--- src/pyi_pkg.sv ---
// Shared types, constants and helpers for the pose yaw injection pipeline.
// No dependencies; used by pyi_gain_round and pose_yaw_injection.
package pyi_pkg;

   // default count of CORDIC micro-rotations
   localparam int ANGLE_ITERATIONS_DEF = 16;

   // datapath widths: matrix entries scaled by 2^14 plus growth headroom
   localparam int DW = 36;
   localparam int ZW = 34;

   // inverse CORDIC gain, Q0.30
   localparam logic [29:0] GAIN_INV = 30'd652032874;

   // radians (Q15.16) to binary angle scale, split into two 23-bit halves
   localparam logic [63:0] YAW_TO_TURN = 64'd44798133900177;
   localparam logic signed [24:0] YAW_KH = {2'b00, YAW_TO_TURN[45:23]};
   localparam logic signed [24:0] YAW_KL = {2'b00, YAW_TO_TURN[22:0]};

   localparam logic signed [23:0] Q14_MAX = 24'sd16384;
   localparam logic signed [23:0] Q14_MIN = -24'sd16384;

   // per-stage payload
   typedef struct packed {
      logic [8:0][15:0]        ent;
      logic [31:0]             px;
      logic [31:0]             py;
      logic                    zero;
      logic signed [DW-1:0]    vx;
      logic signed [DW-1:0]    vy;
      logic [31:0]             vz;
      logic signed [56:0]      yh;
      logic signed [56:0]      yl;
      logic [31:0]             meas;
      logic [2:0][DW-1:0]      a;
      logic [2:0][DW-1:0]      b;
      logic signed [ZW-1:0]    rz;
   } pipe_type;

   // stage enables for the gain unit
   typedef struct packed {
      logic s1;
      logic s2;
   } gain_en_type;

   // Q1.14 entry to datapath scale (times 2^14)
   function automatic logic signed [DW-1:0] scale(input logic [15:0] v);
      return {{(DW-30){v[15]}}, v, 14'd0};
   endfunction

   // arctangent of 2^-i in binary-angle units
   function automatic logic [31:0] atan_turn(input logic [4:0] i);
      logic [31:0] r;
      unique case (i)
         5'd0:  r = 32'd536870912;
         5'd1:  r = 32'd316933406;
         5'd2:  r = 32'd167458907;
         5'd3:  r = 32'd85004756;
         5'd4:  r = 32'd42667331;
         5'd5:  r = 32'd21354465;
         5'd6:  r = 32'd10679838;
         5'd7:  r = 32'd5340245;
         5'd8:  r = 32'd2670163;
         5'd9:  r = 32'd1335087;
         5'd10: r = 32'd667544;
         5'd11: r = 32'd333772;
         5'd12: r = 32'd166886;
         5'd13: r = 32'd83443;
         5'd14: r = 32'd41722;
         5'd15: r = 32'd20861;
         5'd16: r = 32'd10430;
         5'd17: r = 32'd5215;
         5'd18: r = 32'd2608;
         5'd19: r = 32'd1304;
         5'd20: r = 32'd652;
         5'd21: r = 32'd326;
         5'd22: r = 32'd163;
         5'd23: r = 32'd81;
         5'd24: r = 32'd41;
         5'd25: r = 32'd20;
         5'd26: r = 32'd10;
         5'd27: r = 32'd5;
         5'd28: r = 32'd3;
         5'd29: r = 32'd1;
         5'd30: r = 32'd1;
         default: r = 32'd0;
      endcase
      return r;
   endfunction

endpackage

--- src/pyi_gain_round.sv ---
// Two-stage CORDIC gain removal: split multiply, round to nearest, saturate to Q1.14.
// Depends on pyi_pkg.
module pyi_gain_round (
   input  logic                         clock,
   input  pyi_pkg::gain_en_type         en,
   input  logic signed [pyi_pkg::DW-1:0] value,
   output logic [15:0]                  result
);

   logic signed [17:0] hi;
   logic signed [18:0] lo;
   logic signed [30:0] gain;
   logic signed [48:0] ph_ff, ph_in;
   logic signed [49:0] pl_ff, pl_in;
   logic signed [67:0] sum;
   logic signed [23:0] rnd;
   logic [15:0]        result_ff, result_in;

   // partial products over the upper and lower halves of the value
   always_comb begin
      hi    = value[pyi_pkg::DW-1:18];
      lo    = {1'b0, value[17:0]};
      gain  = {1'b0, pyi_pkg::GAIN_INV};
      ph_in = hi * gain;
      pl_in = lo * gain;
   end

   // recombine, round and clamp
   always_comb begin
      sum = $signed({ph_ff[48], ph_ff, 18'd0}) + $signed({{18{pl_ff[49]}}, pl_ff})
            + (68'sd1 <<< 43);
      rnd = sum[67:44];
      if (rnd > pyi_pkg::Q14_MAX) begin
         result_in = pyi_pkg::Q14_MAX[15:0];
      end else if (rnd < pyi_pkg::Q14_MIN) begin
         result_in = pyi_pkg::Q14_MIN[15:0];
      end else begin
         result_in = rnd[15:0];
      end
   end

   always_ff @(posedge clock) begin
      if (en.s1) begin
         ph_ff <= ph_in;
         pl_ff <= pl_in;
      end
      if (en.s2) begin
         result_ff <= result_in;
      end
   end

   assign result = result_ff;

endmodule

--- config.mk ---
export PLATFORM = sky130hd
export DESIGN_NAME = pyi_gain_round
export DESIGN_NICKNAME = d
export VERILOG_FILES = /design/src/pyi_pkg.sv /design/src/pyi_gain_round.sv
export SDC_FILE = /design/constraint.sdc
export NUM_CORES = 1
export LEC_CHECK = 0
export BUFFER_PORTS_ARGS = -buffer_cell sky130_fd_sc_hd__buf_2
export CAP_MARGIN = 20
export CORE_ASPECT_RATIO = 0.6
export CORE_UTILIZATION = 66
export CTS_CLUSTER_SIZE = 12
export DETAILED_ROUTE_END_ITERATION = 12
export GPL_TIMING_DRIVEN = 0
export MAX_ROUTING_LAYER = met4
export PLACE_DENSITY = 0.93
export SLEW_MARGIN = 20
export SYNTH_ARGS = -nofsm -noshare
export SYNTH_HDL_FRONTEND = slang
export SYNTH_SLANG_ARGS = --single-unit
export TNS_END_PERCENT = 10
--- constraint.sdc ---
create_clock -name clock -period 7.24 [get_ports clock]
set_input_delay 0.362 -clock clock [delete_from_list [all_inputs] [get_ports clock]]
set_output_delay 0.362 -clock clock [all_outputs]
set_load 0.05 [all_outputs]
== Word level (Yosys, flattened, before mapping) ==
Cells that the tools add are included.
Word-level totals
  output and inout bits: 16
  input bits: 39
  register bits after elaboration: 111
Operators by class
  reduce and logical (&&, ||, !) cells: 1
  multipliers: 2
  magnitude comparators: 2
  add/subtract/negate cells: 2
  multiplexer cells: 1
Operator list (count)
  67-bit by 49-bit adder with 68-bit output: 1
  68-bit by 45-bit adder with 68-bit output (second input constant): 1
  18-bit by 30-bit multiplier with 48-bit output (second input constant): 1
  18-bit by 29-bit multiplier with 47-bit output (second input constant): 1
  24-bit by 16-bit greater-than comparator with 1-bit output (second input constant): 1
  24-bit by 15-bit less-than comparator with 1-bit output (second input constant): 1
  16-bit two-way mux: 1
  2-bit OR reduction: 1

== Logic depth before layout (Yosys ltp) ==
  depth after elaboration: 4
  mapped depth: 23
  mapped depth without buffers: 23

== Least setup slack after synthesis ==
Ideal clock, no wire load.
  path type: input -> register
  from: input value[25] (netlist bit)
  to: register ph_ff[37] (data pin)
  stages on the path: 21
  arrival: 5.857 ns
  data required time: 6.982 ns
  buffers on the path: 0
  setup slack: 1.125 ns
  library setup time: 0.258 ns
  cells stage by stage: inv_1 > ha_1 > inv_1 > fa_1 > fa_1 > fa_1 > fa_1 > inv_1 > fa_1 > inv_1 > ha_1 > and4_1 > and2_1 > a211o_1 > a221oi_2 > o21ai_1 > a31oi_1 > o21ai_1 > a221o_1 > a21oi_1 > xnor2_1
On the way
  word-level cells in the longest chain between the ends: 1
Ends and longest elaborated chain
  start: declaration: RTL line pyi_gain_round.sv:6  | input logic signed [pyi_pkg::DW-1:0] value,
  18-bit by 30-bit multiplier with 48-bit output: RTL line pyi_gain_round.sv:24  | ph_in = hi * gain;
  net ph_in[37]: RTL line pyi_gain_round.sv:13  | logic signed [48:0] ph_ff, ph_in;
  end signal: assignment: RTL line pyi_gain_round.sv:44  | ph_ff <= ph_in;
  end: declaration: RTL line pyi_gain_round.sv:13
The timed path passes the listed nets, and every way through them passes these cells.
A chain may end at the register's enable or synchronous reset.

== Worst setup path after layout ==
  from: input value[7] (netlist bit)
  to: register pl_ff[47] (data pin)
On the way
  word-level cells in the longest chain between the ends: 1
Ends and longest elaborated chain
  18-bit by 29-bit multiplier with 47-bit output: RTL line pyi_gain_round.sv:25  | pl_in = lo * gain;
  net pl_in[47]: RTL line pyi_gain_round.sv:14  | logic signed [49:0] pl_ff, pl_in;
  end signal: assignment: RTL line pyi_gain_round.sv:45  | pl_ff <= pl_in;
  end: declaration: RTL line pyi_gain_round.sv:14
The timed path passes the listed nets, and every way through them passes these cells.

==> flow_summary.yaml <==
synth:
  adder_cell_share_of_the_synthesized_area_pct: 59.6
  synth_edf_count: 93
  synth_compound_area_share_pct: 8.43
  postSynth.topFlopCell: "edfxtp_1"
  yosys.area.top_type: "fa_1"
  yosysSeqAreaShare_pct: 12.5
  synth_simple_gate_area_share_pct: 5.27
  synth_top_area_share_pct: 37.2
  synth_cell_type_count: 71
  yosys-top-cells-area: "fa_1 37%, ha_1 22%, edfxtp_1 12%"
  synth.net_count: 3007
  yosysMostFrequentCell: "inv_1"
  fraction_of_synthesized_cell_area_in_xor_and_xnor_cells_pct: 3.28
  ys_async_sr_fraction_pct: 0
  yosys_register_bits: 93
  mux_contribution_to_synthesized_area_pct: 0.190
  ys_top_cells_by_count: "628 x inv_1, 416 x fa_1, 402 x ha_1, 93 x edfxtp_1, 72 x a21oi_1"
  synth_top_family_by_area: "adder cells"
  yosys_warnings: 0
  postSynthAreaPerCell_sq_um: 10.4
  netlist_instances: 2150
  synth_area_sq_um: 22400
worst_setup_path:
  timing.critical_path.slowest_stage_cell: "fa_1"
  critPathKind: "primary input to flop"
  endpoint: "pl_ff[47]"
  timing.critical_path.cells: "buf_2, inv_1, ha_1, inv_1, fa_1, fa_1, fa_1, fa_1, fa_1, ha_1, a2111oi_1, nor3_1, o211ai_1, o2111a_1, o41ai_4, a31oi_1, o21ai_1, a211o_1, a31oi_1, xnor2_1"
  worst-endpoint-arrival_ns: 7.22
  worst-path-max-fanout: 8
  cp_slowest_stage_delay_ns: 0.66
  critPathBufInv: 3
  timing.critical_path.max_delay_family: "adder cells"
  critPathCaptureType: "flop"
  r2r-start: "ph_ff[15]"
  r2r.worst_path.cells: 14
  worst_r2r_endpoint: "result[13]"
  cp-start-kind: "primary input"
  critPathLaunch: "value[7]"
  critical_path_depth: 20
  cp_data_required_time_ns: 7.36
  critical-path-top-cell-by-count: "fa_1"
  timing.reg2reg.setup_slack_ns: 3.15
timing:
  finalCritPeriodShare_pct: 98.1
  fmaxAchievable_ghz: 0.141
  setup-violations-final: 0
  timing.final.hold_violations: 0
  worst_clock_skew_ns: 0.00810
  worst-slew-pin-transition_ns: 0.574
  maxSlewViolCount: 0
  timing.max_slew.rel_slack_pct: 61.7
  layout_min_cycle_time_ns: 7.10
global_route:
  groute.usage.overall_pct: 38.4
  grt_use_met3_pct: 19.7
  global_route.peak_usage_layer: "met1"
  number_of_global_route_vias_before_repair: 16500
  grt_start_max_net_pins: 62
  overall_overflow_remaining_after_global_route: 0
  met2_usage_pct: 48.0
  grt_antenna_before_repair: 0
  grt_util_met1_pct: 56.0
  grt_pass1_wl_um: 94100
route:
  count_of_unresolved_drc_violations_after_routing: 0
  drt-pass1-iter-count: 5
  post_dr_wirelength_cell_um: 22.6
  detailedRoute.firstIterationViolations: 1550
  vias: 15800
  final_antenna_net_count: 0
  via_per_inst: 5.93
  drt_wl_total_um: 60300
flow_run:
  maxCapViolCount: 0
die:
  die_height_um: 145
  fp.coreArea_sq_um: 32900
  design.die.area_sq_um: 34700
  ioPinCount: 55
  die_w_um: 240
  std_cell_rows: 51
  floorplan.initialDensity_pct: 68.0
worst_hold_path:
  hp-class: "primary input to flop"
  worst_hold_startpoint: "value[18]"
clock_tree:
  clkSinkCount: 93
  clk-insertion-delay-late_ns: 0.38
  cts_tree: "built"
  clockBufferDepth: 2
  htree_num_levels: 3
  post-cts-setup-buffers: 0
  cts-buffers-inserted: 9
  path_clk_slew_ns: 0.07
  clock_tree.root_cell: "clkbuf_16"
cells_and_area:
  utilization_pct: 71.6
  nFillCells: 2445
  num-nets-final: 3073
  final_layout_size_suffix_gt1_share_pct: 4.41
  insertedDiodeCount: 0
  layout_area_growth_over_synthesis_pct: 5.29
placed_design:
  gp_congestion: 1.15
  dp_hpwl_um: 53000
  io_buffers: 54
outcome:
  status: "finished clean"
==> through the flow <==
step	cells	setup WS, ns	area, sq um	hold slack (ns)	TNS (ns)
floorplan	2150	1.13	22400	0.461	0
global placement	2654	-0.0984	23200	0.616	-0.0984
detailed placement	2655	-0.114	23300	0.630	-0.114
CTS	2671	0.221	23600	0.352	0
global route	2671	-0.0779	23600	0.365	-0.0779
finish	2671	0.140	23600	0.375	0
==> worst min-delay path by stage <==
stage	slack, ns	endpoint	depth (start not counted)
after floorplan	0.46	ph_ff[1]	0
after global placement	0.62	result[15]	1
after detailed placement	0.63	result[15]	1
after CTS	0.35	ph_ff[1]	1
after global routing	0.37	ph_ff[1]	1
final	0.38	ph_ff[1]	1
==> what timing repair did <==
action,CTS,global route
hold buffers,0,0
setup endpoints to repair,0,4
gates resized for setup,0,4
==> flip-flops by register name, indices dropped and copies added (netlist names) <==
name / flops
ph_ff: 48
result: 16
pl_ff: 29
==> layer usage <==
metal	part of all wire, %	routed length [um]
met4	1.2	704
met3	16	9900
met2	38	22700
met5	0	0
met1	45	27000
==> cell type report <==
cell class	instances	area [sq um]	share of cell area (%)
timing repair buffer	55	300	1.27
buffer	10	47.5	0.202
multi-input combinational	1419	17200	73.0
tap	450	563	2.39
clock inverter	7	77.6	0.329
inverter	628	2360	9.99
sequential	93	2790	11.8
clock buffer	9	225	0.955
==> layout by cell type (no fill, tap or decap), drive strengths merged, types with 13 or more instances in the layout <==
cell type,Yosys,layout
a211oi,15,15
nand3,17,17
a21oi,73,73
ha,402,402
nand2,57,57
o21ai,39,39
clkbuf,6,15
nand4,15,15
buf,4,59
nor2,66,66
xnor2,58,58
a31oi,13,13
edfxtp,93,93
fa,416,416
nor3,15,15
a21o,45,45
inv,628,631
xor2,26,26
==> cell families after synthesis <==
group	Yosys count
buffers and inverters	638
and+or+nand+nor	238
AOI/OAI and AO/OA	275
xor gates and xnor gates	84
DFF	93
muxes	4
adders and majority gates	818
Power is not shown: default switching activity piles up to over one toggle a cycle in this logic, so the estimate is an artifact.
